<file path="src/hw/rtl/grc_pkg.sv">
// shared types, widths, register indexes and reset values for the gyro
// revolution counter; no dependencies
`default_nettype none

package grc_pkg;

   localparam int COUNT_WIDTH_DEFAULT = 32;

   localparam int SAMPLE_W   = 16;
   localparam int MAG_W      = 17;
   localparam int ACC_W      = 22;
   localparam int DEADBAND_W = 15;
   localparam int TURN_W     = 20;
   localparam int HOLD_W     = 10;
   localparam int LED_IDX_W  = 3;
   localparam int LED_W      = 4;
   localparam int EVENT_W    = 2;
   localparam int RESULT_W   = 32;
   localparam int CSR_IDX_W  = 2;
   localparam int CSR_DATA_W = 20;

   // turn event codes
   localparam logic [EVENT_W-1:0] EVENT_NONE = 2'd0;
   localparam logic [EVENT_W-1:0] EVENT_FWD  = 2'd1;
   localparam logic [EVENT_W-1:0] EVENT_BWD  = 2'd2;

   // register indexes
   localparam logic [CSR_IDX_W-1:0] CSR_DEADBAND   = 2'd0;
   localparam logic [CSR_IDX_W-1:0] CSR_TURN_UNITS = 2'd1;
   localparam logic [CSR_IDX_W-1:0] CSR_LED_HOLD   = 2'd2;

   // register reset values
   localparam logic [DEADBAND_W-1:0] DEADBAND_RESET   = 15'd128;
   localparam logic [TURN_W-1:0]     TURN_UNITS_RESET = 20'd589824;
   localparam logic [HOLD_W-1:0]     LED_HOLD_RESET   = 10'd300;

   // chase positions
   localparam logic [LED_IDX_W-1:0] LED_DARK  = 3'd0;
   localparam logic [LED_IDX_W-1:0] LED_FIRST = 3'd1;
   localparam logic [LED_IDX_W-1:0] LED_LAST  = 3'd4;

   typedef struct packed {
      logic fwd;
      logic bwd;
   } turn_type;

   typedef struct packed {
      logic [DEADBAND_W-1:0] deadband;
      logic [TURN_W-1:0]     turn_units;
      logic [HOLD_W-1:0]     led_hold;
   } cfg_type;

endpackage

`default_nettype wire

</file>
<file path="src/hw/rtl/grc_csr.sv">
// configuration registers: deadband, turn size and led hold time
// depends on grc_pkg
`default_nettype none

module grc_csr (
   input  wire logic                           clock,
   input  wire logic                           reset,
   input  wire logic                           csr_valid,
   input  wire logic [grc_pkg::CSR_IDX_W-1:0]  csr_index,
   input  wire logic [grc_pkg::CSR_DATA_W-1:0] csr_data,
   output grc_pkg::cfg_type                    cfg
);

   grc_pkg::cfg_type cfg_ff;
   grc_pkg::cfg_type cfg_in;

   always_comb begin
      cfg_in = cfg_ff;
      if (csr_valid) begin
         unique case (csr_index)
            grc_pkg::CSR_DEADBAND:   cfg_in.deadband   = csr_data[grc_pkg::DEADBAND_W-1:0];
            grc_pkg::CSR_TURN_UNITS: cfg_in.turn_units = csr_data[grc_pkg::TURN_W-1:0];
            grc_pkg::CSR_LED_HOLD:   cfg_in.led_hold   = csr_data[grc_pkg::HOLD_W-1:0];
            default:                 cfg_in = cfg_ff; // unused index, ignored
         endcase
      end
   end

   always_ff @(posedge clock) begin
      if (reset) begin
         cfg_ff.deadband   <= grc_pkg::DEADBAND_RESET;
         cfg_ff.turn_units <= grc_pkg::TURN_UNITS_RESET;
         cfg_ff.led_hold   <= grc_pkg::LED_HOLD_RESET;
      end else begin
         cfg_ff <= cfg_in;
      end
   end

   assign cfg = cfg_ff;

endmodule

`default_nettype wire

</file>
<file path="src/hw/rtl/grc_angle.sv">
// angle accumulator with deadband and turn detection
// depends on grc_pkg
`default_nettype none

module grc_angle (
   input  wire logic                                 clock,
   input  wire logic                                 reset,
   input  wire logic                                 step,
   input  wire logic signed [grc_pkg::SAMPLE_W-1:0]  sample,
   input  wire logic        [grc_pkg::DEADBAND_W-1:0] deadband,
   input  wire logic        [grc_pkg::TURN_W-1:0]     turn_units,
   output grc_pkg::turn_type                         turn
);

   logic signed [grc_pkg::ACC_W-1:0] acc_ff;
   logic signed [grc_pkg::ACC_W-1:0] acc_in;

   logic signed [grc_pkg::MAG_W-1:0] sample_wide;
   logic        [grc_pkg::MAG_W-1:0] mag;
   logic                             pass;
   logic signed [grc_pkg::ACC_W-1:0] sum;
   logic signed [grc_pkg::ACC_W-1:0] acc_a;
   logic signed [grc_pkg::ACC_W-1:0] turn_acc;
   logic signed [grc_pkg::ACC_W:0]   acc_cmp;
   logic signed [grc_pkg::ACC_W:0]   turn_cmp;
   logic                             over;
   logic                             under;

   always_comb begin
      sample_wide = grc_pkg::MAG_W'(sample);
      mag         = sample[grc_pkg::SAMPLE_W-1] ? unsigned'(-sample_wide)
                                                 : unsigned'(sample_wide);
      pass        = mag > grc_pkg::MAG_W'(deadband);
      sum         = acc_ff + grc_pkg::ACC_W'(sample);
      acc_a       = pass ? sum : acc_ff;
      turn_acc    = signed'(grc_pkg::ACC_W'(turn_units));
      acc_cmp     = (grc_pkg::ACC_W+1)'(acc_a);
      turn_cmp    = signed'((grc_pkg::ACC_W+1)'(turn_units));
      over        = acc_cmp > turn_cmp;
      under       = acc_cmp < -turn_cmp;
      priority if (over) begin
         acc_in = acc_a - turn_acc;
      end else if (under) begin
         acc_in = acc_a + turn_acc;
      end else begin
         acc_in = acc_a;
      end
   end

   always_ff @(posedge clock) begin
      if (reset) begin
         acc_ff <= '0;
      end else if (step) begin
         acc_ff <= acc_in;
      end
   end

   assign turn.fwd = over;
   assign turn.bwd = !over && under;

endmodule

`default_nettype wire

</file>
<file path="src/hw/rtl/grc_chase.sv">
// four-led one-hot chase with hold timer
// depends on grc_pkg
`default_nettype none

module grc_chase (
   input  wire logic                          clock,
   input  wire logic                          reset,
   input  wire logic                          step,
   input  wire grc_pkg::turn_type             turn,
   input  wire logic [grc_pkg::HOLD_W-1:0]    led_hold,
   output logic      [grc_pkg::LED_W-1:0]     pattern
);

   logic [grc_pkg::LED_IDX_W-1:0] idx_ff;
   logic [grc_pkg::LED_IDX_W-1:0] idx_in;
   logic [grc_pkg::HOLD_W-1:0]    hold_ff;
   logic [grc_pkg::HOLD_W-1:0]    hold_in;
   logic [grc_pkg::LED_IDX_W-1:0] idx_t;
   logic [grc_pkg::HOLD_W-1:0]    hold_t;
   logic [1:0]                    pos;

   always_comb begin
      idx_t  = idx_ff;
      hold_t = hold_ff;
      if (turn.fwd) begin
         idx_t  = (idx_ff >= grc_pkg::LED_LAST) ? grc_pkg::LED_FIRST
                                                 : idx_ff + grc_pkg::LED_IDX_W'(1);
         hold_t = led_hold;
      end else if (turn.bwd) begin
         idx_t  = (idx_ff <= grc_pkg::LED_FIRST) ? grc_pkg::LED_LAST
                                                  : idx_ff - grc_pkg::LED_IDX_W'(1);
         hold_t = led_hold;
      end

      idx_in  = idx_t;
      hold_in = hold_t;
      pattern = '0;
      pos     = 2'(idx_t - grc_pkg::LED_FIRST);
      if (idx_t != grc_pkg::LED_DARK) begin
         if (hold_t == '0) begin
            idx_in = grc_pkg::LED_DARK;
         end else begin
            hold_in = hold_t - grc_pkg::HOLD_W'(1);
            pattern = grc_pkg::LED_W'(1) << pos;
         end
      end
   end

   always_ff @(posedge clock) begin
      if (reset) begin
         idx_ff  <= grc_pkg::LED_DARK;
         hold_ff <= '0;
      end else if (step) begin
         idx_ff  <= idx_in;
         hold_ff <= hold_in;
      end
   end

endmodule

`default_nettype wire

</file>
<file path="src/hw/rtl/gyro_revolution_counter.sv">
// top level of the gyro revolution counter: input register, update logic,
// result register; depends on grc_pkg, grc_csr, grc_angle and grc_chase
`default_nettype none

// usage
//  req channel: one signed rate sample per item (req_rate_sample)
//  rsp channel: one result per sample - net revolution count, turn event
//    (none / forward / backward) and the led chase pattern for that tick
//  csr channel: writes deadband, turn size and led hold; always ready,
//    only to be written while no item is in flight; unused indexes ignored
//  flow: an accepted item waits in the input register, and its result is
//    registered in the result register once that is free or being emptied
//  throughput: one item per cycle while rsp_ready is high; accumulator, count
//    and chase update combinationally between input and result register
//  stall: while rsp_ready is low the result holds; the input register
//    takes one more item, then req_ready drops until the result is taken
//  reset (synchronous): accumulator, count and chase cleared, chase dark,
//    registers back to their defaults, both register stages empty
//  revolution count is COUNT_WIDTH bits inside, sign-extended or cut to
//  the 32-bit result field

module gyro_revolution_counter #(
   parameter int COUNT_WIDTH = grc_pkg::COUNT_WIDTH_DEFAULT
) (
   input  wire logic                                 clock,
   input  wire logic                                 reset,
   // input samples
   input  wire logic                                 req_valid,
   output logic                                      req_ready,
   input  wire logic signed [grc_pkg::SAMPLE_W-1:0]  req_rate_sample,
   // results
   output logic                                      rsp_valid,
   input  wire logic                                 rsp_ready,
   output logic signed [grc_pkg::RESULT_W-1:0]       rsp_revolution_count,
   output logic        [grc_pkg::EVENT_W-1:0]        rsp_turn_event,
   output logic        [grc_pkg::LED_W-1:0]          rsp_led_pattern,
   // configuration
   input  wire logic                                 csr_valid,
   output logic                                      csr_ready,
   input  wire logic [grc_pkg::CSR_IDX_W-1:0]        csr_index,
   input  wire logic [grc_pkg::CSR_DATA_W-1:0]       csr_data
);

   // input register
   logic                                in_valid_ff;
   logic signed [grc_pkg::SAMPLE_W-1:0] sample_ff;

   // result register
   logic                                rsp_valid_ff;
   logic signed [grc_pkg::RESULT_W-1:0] rsp_count_ff;
   logic [grc_pkg::EVENT_W-1:0]         rsp_event_ff;
   logic [grc_pkg::LED_W-1:0]           rsp_pattern_ff;

   // revolution count
   logic [COUNT_WIDTH-1:0]              count_ff;
   logic [COUNT_WIDTH-1:0]              count_in;
   logic [grc_pkg::RESULT_W-1:0]        count_out;

   logic                                step;
   grc_pkg::cfg_type                    cfg;
   grc_pkg::turn_type                   turn;
   logic [grc_pkg::LED_W-1:0]           pattern;
   logic [grc_pkg::EVENT_W-1:0]         event_code;

   // the held item moves on when the result register is free or being emptied
   assign step      = in_valid_ff && (!rsp_valid_ff || rsp_ready);
   assign req_ready = !in_valid_ff || step;
   assign csr_ready = 1'b1;

   grc_csr u_csr (
      .clock     (clock),
      .reset     (reset),
      .csr_valid (csr_valid),
      .csr_index (csr_index),
      .csr_data  (csr_data),
      .cfg       (cfg)
   );

   grc_angle u_angle (
      .clock      (clock),
      .reset      (reset),
      .step       (step),
      .sample     (sample_ff),
      .deadband   (cfg.deadband),
      .turn_units (cfg.turn_units),
      .turn       (turn)
   );

   grc_chase u_chase (
      .clock    (clock),
      .reset    (reset),
      .step     (step),
      .turn     (turn),
      .led_hold (cfg.led_hold),
      .pattern  (pattern)
   );

   // count update, wraps at COUNT_WIDTH bits
   always_comb begin
      priority if (turn.fwd) begin
         count_in   = count_ff + COUNT_WIDTH'(1);
         event_code = grc_pkg::EVENT_FWD;
      end else if (turn.bwd) begin
         count_in   = count_ff - COUNT_WIDTH'(1);
         event_code = grc_pkg::EVENT_BWD;
      end else begin
         count_in   = count_ff;
         event_code = grc_pkg::EVENT_NONE;
      end
   end

   // fit the internal count into the 32-bit result field
   generate
      if (COUNT_WIDTH >= grc_pkg::RESULT_W) begin : g_cut
         assign count_out = count_in[grc_pkg::RESULT_W-1:0];
      end else begin : g_extend
         assign count_out = {{(grc_pkg::RESULT_W-COUNT_WIDTH){count_in[COUNT_WIDTH-1]}},
                             count_in};
      end
   endgenerate

   // control
   always_ff @(posedge clock) begin
      if (reset) begin
         in_valid_ff  <= 1'b0;
         rsp_valid_ff <= 1'b0;
         count_ff     <= '0;
      end else begin
         if (req_valid && req_ready) begin
            in_valid_ff <= 1'b1;
         end else if (step) begin
            in_valid_ff <= 1'b0;
         end
         if (step) begin
            rsp_valid_ff <= 1'b1;
            count_ff     <= count_in;
         end else if (rsp_ready) begin
            rsp_valid_ff <= 1'b0;
         end
      end
   end

   // payload, no reset needed
   always_ff @(posedge clock) begin
      if (req_valid && req_ready) begin
         sample_ff <= req_rate_sample;
      end
      if (step) begin
         rsp_count_ff   <= signed'(count_out);
         rsp_event_ff   <= event_code;
         rsp_pattern_ff <= pattern;
      end
   end

   assign rsp_valid            = rsp_valid_ff;
   assign rsp_revolution_count = rsp_count_ff;
   assign rsp_turn_event       = rsp_event_ff;
   assign rsp_led_pattern      = rsp_pattern_ff;

endmodule

`default_nettype wire

</file>
<file path="config.mk">
export PLATFORM = sky130hd
export DESIGN_NAME = gyro_revolution_counter
export DESIGN_NICKNAME = d
export VERILOG_FILES = /design/src/hw/rtl/grc_pkg.sv /design/src/hw/rtl/grc_csr.sv /design/src/hw/rtl/grc_angle.sv /design/src/hw/rtl/grc_chase.sv /design/src/hw/rtl/gyro_revolution_counter.sv
export SDC_FILE = /design/constraint.sdc
export NUM_CORES = 1
export LEC_CHECK = 0
export BUFFER_PORTS_ARGS = -buffer_cell sky130_fd_sc_hd__buf_2
export CAP_MARGIN = 20
export CORE_MARGIN = 8
export CORE_UTILIZATION = 56
export DETAILED_ROUTE_END_ITERATION = 10
export MAX_ROUTING_LAYER = met4
export PLACE_DENSITY_LB_ADDON = 0.25
export SYNTH_ARGS = -nofsm -noshare
export SYNTH_HDL_FRONTEND = slang
export SYNTH_SLANG_ARGS = --single-unit
</file>
<file path="constraint.sdc">
create_clock -name clock -period 9.01 [get_ports clock]
set_clock_uncertainty 0.15 [all_clocks]
set_input_delay 0.4505 -clock clock [delete_from_list [all_inputs] [get_ports clock]]
set_output_delay 0.4505 -clock clock [all_outputs]
set_load 0.05 [all_outputs]
</file>
==> flow_summary.yaml <==
outcome:
  outcome: "complete, no violations"
yosys:
  leading_post_synthesis_cells_by_cell_area: "sky130_fd_sc_hd__dfxtp_1 (18%), sky130_fd_sc_hd__edfxtp_1 (12%), sky130_fd_sc_hd__ha_1 (10%)"
  avgSynthCellArea_um2: 7.899
  netlist.top_cell.by_area: "sky130_fd_sc_hd__dfxtp_1"
  seq_area_frac_synth: 0.3002
  most_frequently_used_cell_type_in_the_post_synthesis_netlist: "sky130_fd_sc_hd__nand2_1"
  yosys_most_used_dff: "sky130_fd_sc_hd__dfxtp_1"
  async_sr_flop_fraction: 0
  syn-num-nets: 1799
  synth_top_cells_by_count: "sky130_fd_sc_hd__nand2_1 (227), sky130_fd_sc_hd__a21oi_1 (154), sky130_fd_sc_hd__nor2_1 (140)"
  yosysWarnings: 0
  netlist-cell-type-count: 91
  netlist.area_leader.share: 0.1755
  syn-instance-count: 1646
  syn_area_um2: 13000
  number_of_flops_mapped_to_enable_cells_by_yosys: 54
  synth-seq-cells: 168
global_routing:
  first_pass_grt_wire_length_mm: 60.85
  grt_overflow: 0
  groute.usage.overall: 0.2723
  grtUsageMet3: 0.03087
  maximum_number_of_pins_on_one_net_before_global_route_repair: 75
  grt_most_used_layer: "met2"
  via_count_of_the_first_global_routing_pass: 11540
  grt_util_met2: 0.4143
  grt_antenna_before_repair: 0
  grt_use_met1: 0.3674
worst_setup_path:
  cell_with_the_largest_stage_delay_on_the_worst_path: "sky130_fd_sc_hd__or4_4"
  worstPathBufferInverterCount: 5
  crit_path_start_kind: "flip-flop"
  critical-path-top-delay-family: "simple AND/OR/NAND/NOR gates"
  worst_path_maximum_fanout: 16
  crit-reg2reg-capture: "u_chase.hold_ff[4]"
  cpPeakStageDelay_ns: 0.60
  worstReg2RegStart: "sample_ff[6]"
  timing.critical_path.to: "u_chase.hold_ff[4]"
  reg2reg_depth: 36
  timing.critical_path.from: "sample_ff[6]"
  classification_of_the_worst_setup_path: "flip-flop to flip-flop"
  endpoint_kind: "flip-flop"
  critical_path_required_ns: 9.22
  worst-path-stages: 36
  cp.arrival_ns: 8.88
  reg2reg_slack_ns: 0.34
finish:
  multi_input_comb_area_um2: 8489
  layout.area.seq_um2: 3904
  antenna-diode-count: 0
  drive_gt1_frac: 0.1210
  num-fill-cells: 2011
  finish.net_count: 1842
  finalInstanceArea_um2: 14350
  area_growth_syn_to_layout_pct: 10.34
min_path:
  path_category_of_the_worst_min_delay_check: "input port to flip-flop"
sta:
  final-hold-violation-count: 0
  worst_slew_margin_rel: 0.4056
  tightestPinTransition_ns: 0.8834
  maxClockFrequency_mhz: 115.3
  final_min_period_over_clock_period: 0.9623
  timing.final.crit_period_ns: 8.671
  setup_viol: 0
  timing_max_transition_violations_final: 0
detailed_routing:
  first_iter_violations: 1454
  remaining_drc_errors: 0
  route.antenna.remaining_nets: 0
  detail_route.vias_per_cell: 6.325
  routed_wirelength_mm: 38.40
  via_count: 12570
  drt-pass1-iter-count: 6
  routed_wire_length_per_instance_um: 19.33
clock_tree:
  cts.htree.levels: 4
  numClockSinks: 168
  clk_latency_ns: 0.45
  ctsHoldBuffers: 0
  clk_buf_depth: 2
  cts_buf_count: 17
  clk_pin_slew_ns: 0.08
  post_cts.repair.setup_buffers: 0
  tritoncts: "built"
  clk_root_buffer_cell: "sky130_fd_sc_hd__clkbuf_16"
pwr:
  finalPower_mw: 3.879
  pwr_density_cell_nw_per_um2: 270.4
  ir_drop_v: 0.0001667
  leakagePower_nw: 5.767
floorplan:
  placementRows: 55
  die_width_um: 168.4
  coreArea_um2: 22710
  die_h_um: 168.4
  floorplan.io_pins: 84
  die_area_um2: 28350
  floorplan.initialDensity: 0.5726
place:
  place_hpwl_mm: 28.33
  buffer_ports.inserted: 82
  postPlaceCellArea_um2: 13630
  place_congestion: 1.015
job:
  cap_viol_max_count: 0
## metal layers
metal	vias up	routed length, um
met4	0	1092
met1	5836	17000
li1	6049	-
met5	-	0
met3	85	3285
met2	598	17020
## report_power, final
group          switching, mW  internal [mW]  leakage (nW)
Clock                  0.380          0.376         0.289
Combinational           1.36          0.767          4.03
Sequential            0.0957          0.904          1.45
## worst reg2reg max path, delay by kind of cell, from the launching register on
family | cells | cell delay, ns
compound gates | 10 | 2.11
xor+xnor | 1 | 0.13
fa+ha+maj | 4 | 1.16
buf+inv | 5 | 0.59
flops | 1 | 0.46
mux | 2 | 0.46
simple gates | 14 | 3.54
## worst min-delay path by stage
stage / from / end / slack, ns / depth (start not counted)
floorplan: u_csr.cfg[31] / u_csr.cfg[31] / 0.29 / 2
global placement: u_csr.cfg[32] / u_csr.cfg[32] / 0.29 / 2
detailed placement: u_csr.cfg[35] / u_csr.cfg[35] / 0.30 / 2
CTS: req_rate_sample[3] / sample_ff[3] / 0.01 / 1
global route: req_rate_sample[3] / sample_ff[3] / 0.01 / 1
finish: req_rate_sample[13] / sample_ff[13] / 0.03 / 1
## stage by stage
| stage | setup slack [ns] | TNS, ns | hold slack [ns] | util | instances |
|---|---|---|---|---|---|
| final | 0.3394 | 0 | 0.02937 | 0.6317 | 1987 |
| after global routing | -0.04970 | -0.09660 | 0.01494 | 0.6317 | 1987 |
| after global placement | 0.4123 | 0 | 0.2940 | 0.6003 | 1955 |
| after floorplan | 0.5028 | 0 | 0.2863 | - | 1646 |
| after CTS | 0.002243 | 0 | 0.01069 | 0.6272 | 1987 |
| after detailed placement | 0.05680 | 0 | 0.3031 | 0.6003 | 1955 |
## layout make-up
type,instances,share of cell area
tap,285,0.02486
clock inverter,15,0.01256
multi-input combinational,1300,0.5917
inverter,87,0.02302
timing repair buffer,115,0.04605
clock buffer,17,0.02965
sequential,168,0.2721
## timing repair
item | in CTS | in global routing
hold endpoints to repair | 0 | 0
endpoints found under the setup margin | 1 | 17
pin swaps | 0 | 1
gates resized for setup | 3 | 19
## kinds of logic (layout without fill, tap and decap cells)
kind of cell,after synthesis,in the layout,synth area share
simple gates,642,642,0.2385
compound gates,436,436,0.2193
buf+inv,178,234,0.05649
flops,168,168,0.3002
fa+ha+maj,110,110,0.1076
xor+xnor,93,93,0.06264
mux,18,18,0.01491
other cells,1,1,0.0002884
## registers in the layout, indices dropped and copies added, names as in the netlist
signal / cells
u_csr.cfg: 45
count_ff: 32
rsp_revolution_count: 32
u_angle.acc_ff: 22
sample_ff: 16
u_chase.hold_ff: 10
rsp_led_pattern: 4
u_chase.idx_ff: 3
rsp_turn_event: 2
in_valid_ff: 1
rsp_valid: 1
## placed cells by master (no fill, tap or decap), types with 15 or more instances in the layout
cell	netlist	routed
sky130_fd_sc_hd__edfxtp_1	54	54
sky130_fd_sc_hd__buf_4	1	34
sky130_fd_sc_hd__or3_1	25	25
sky130_fd_sc_hd__a21o_1	20	20
sky130_fd_sc_hd__ha_1	107	106
sky130_fd_sc_hd__a211oi_1	20	20
sky130_fd_sc_hd__nor3_1	53	51
sky130_fd_sc_hd__dfxtp_1	114	114
sky130_fd_sc_hd__nand2_1	227	227
sky130_fd_sc_hd__xor2_1	23	23
sky130_fd_sc_hd__nor4_1	22	21
sky130_fd_sc_hd__a21oi_1	154	154
sky130_fd_sc_hd__clkbuf_16	0	17
sky130_fd_sc_hd__o211ai_1	23	23
sky130_fd_sc_hd__o21ai_0	71	69
sky130_fd_sc_hd__nand4_1	15	15
sky130_fd_sc_hd__nor2_1	140	139
sky130_fd_sc_hd__buf_2	18	81
sky130_fd_sc_hd__inv_1	85	85
sky130_fd_sc_hd__nand3_1	44	44
sky130_fd_sc_hd__and3_1	21	21
sky130_fd_sc_hd__xnor2_1	70	70
sky130_fd_sc_hd__or4_1	22	22
No activity file was read; power rests on OpenSTA's default activity.
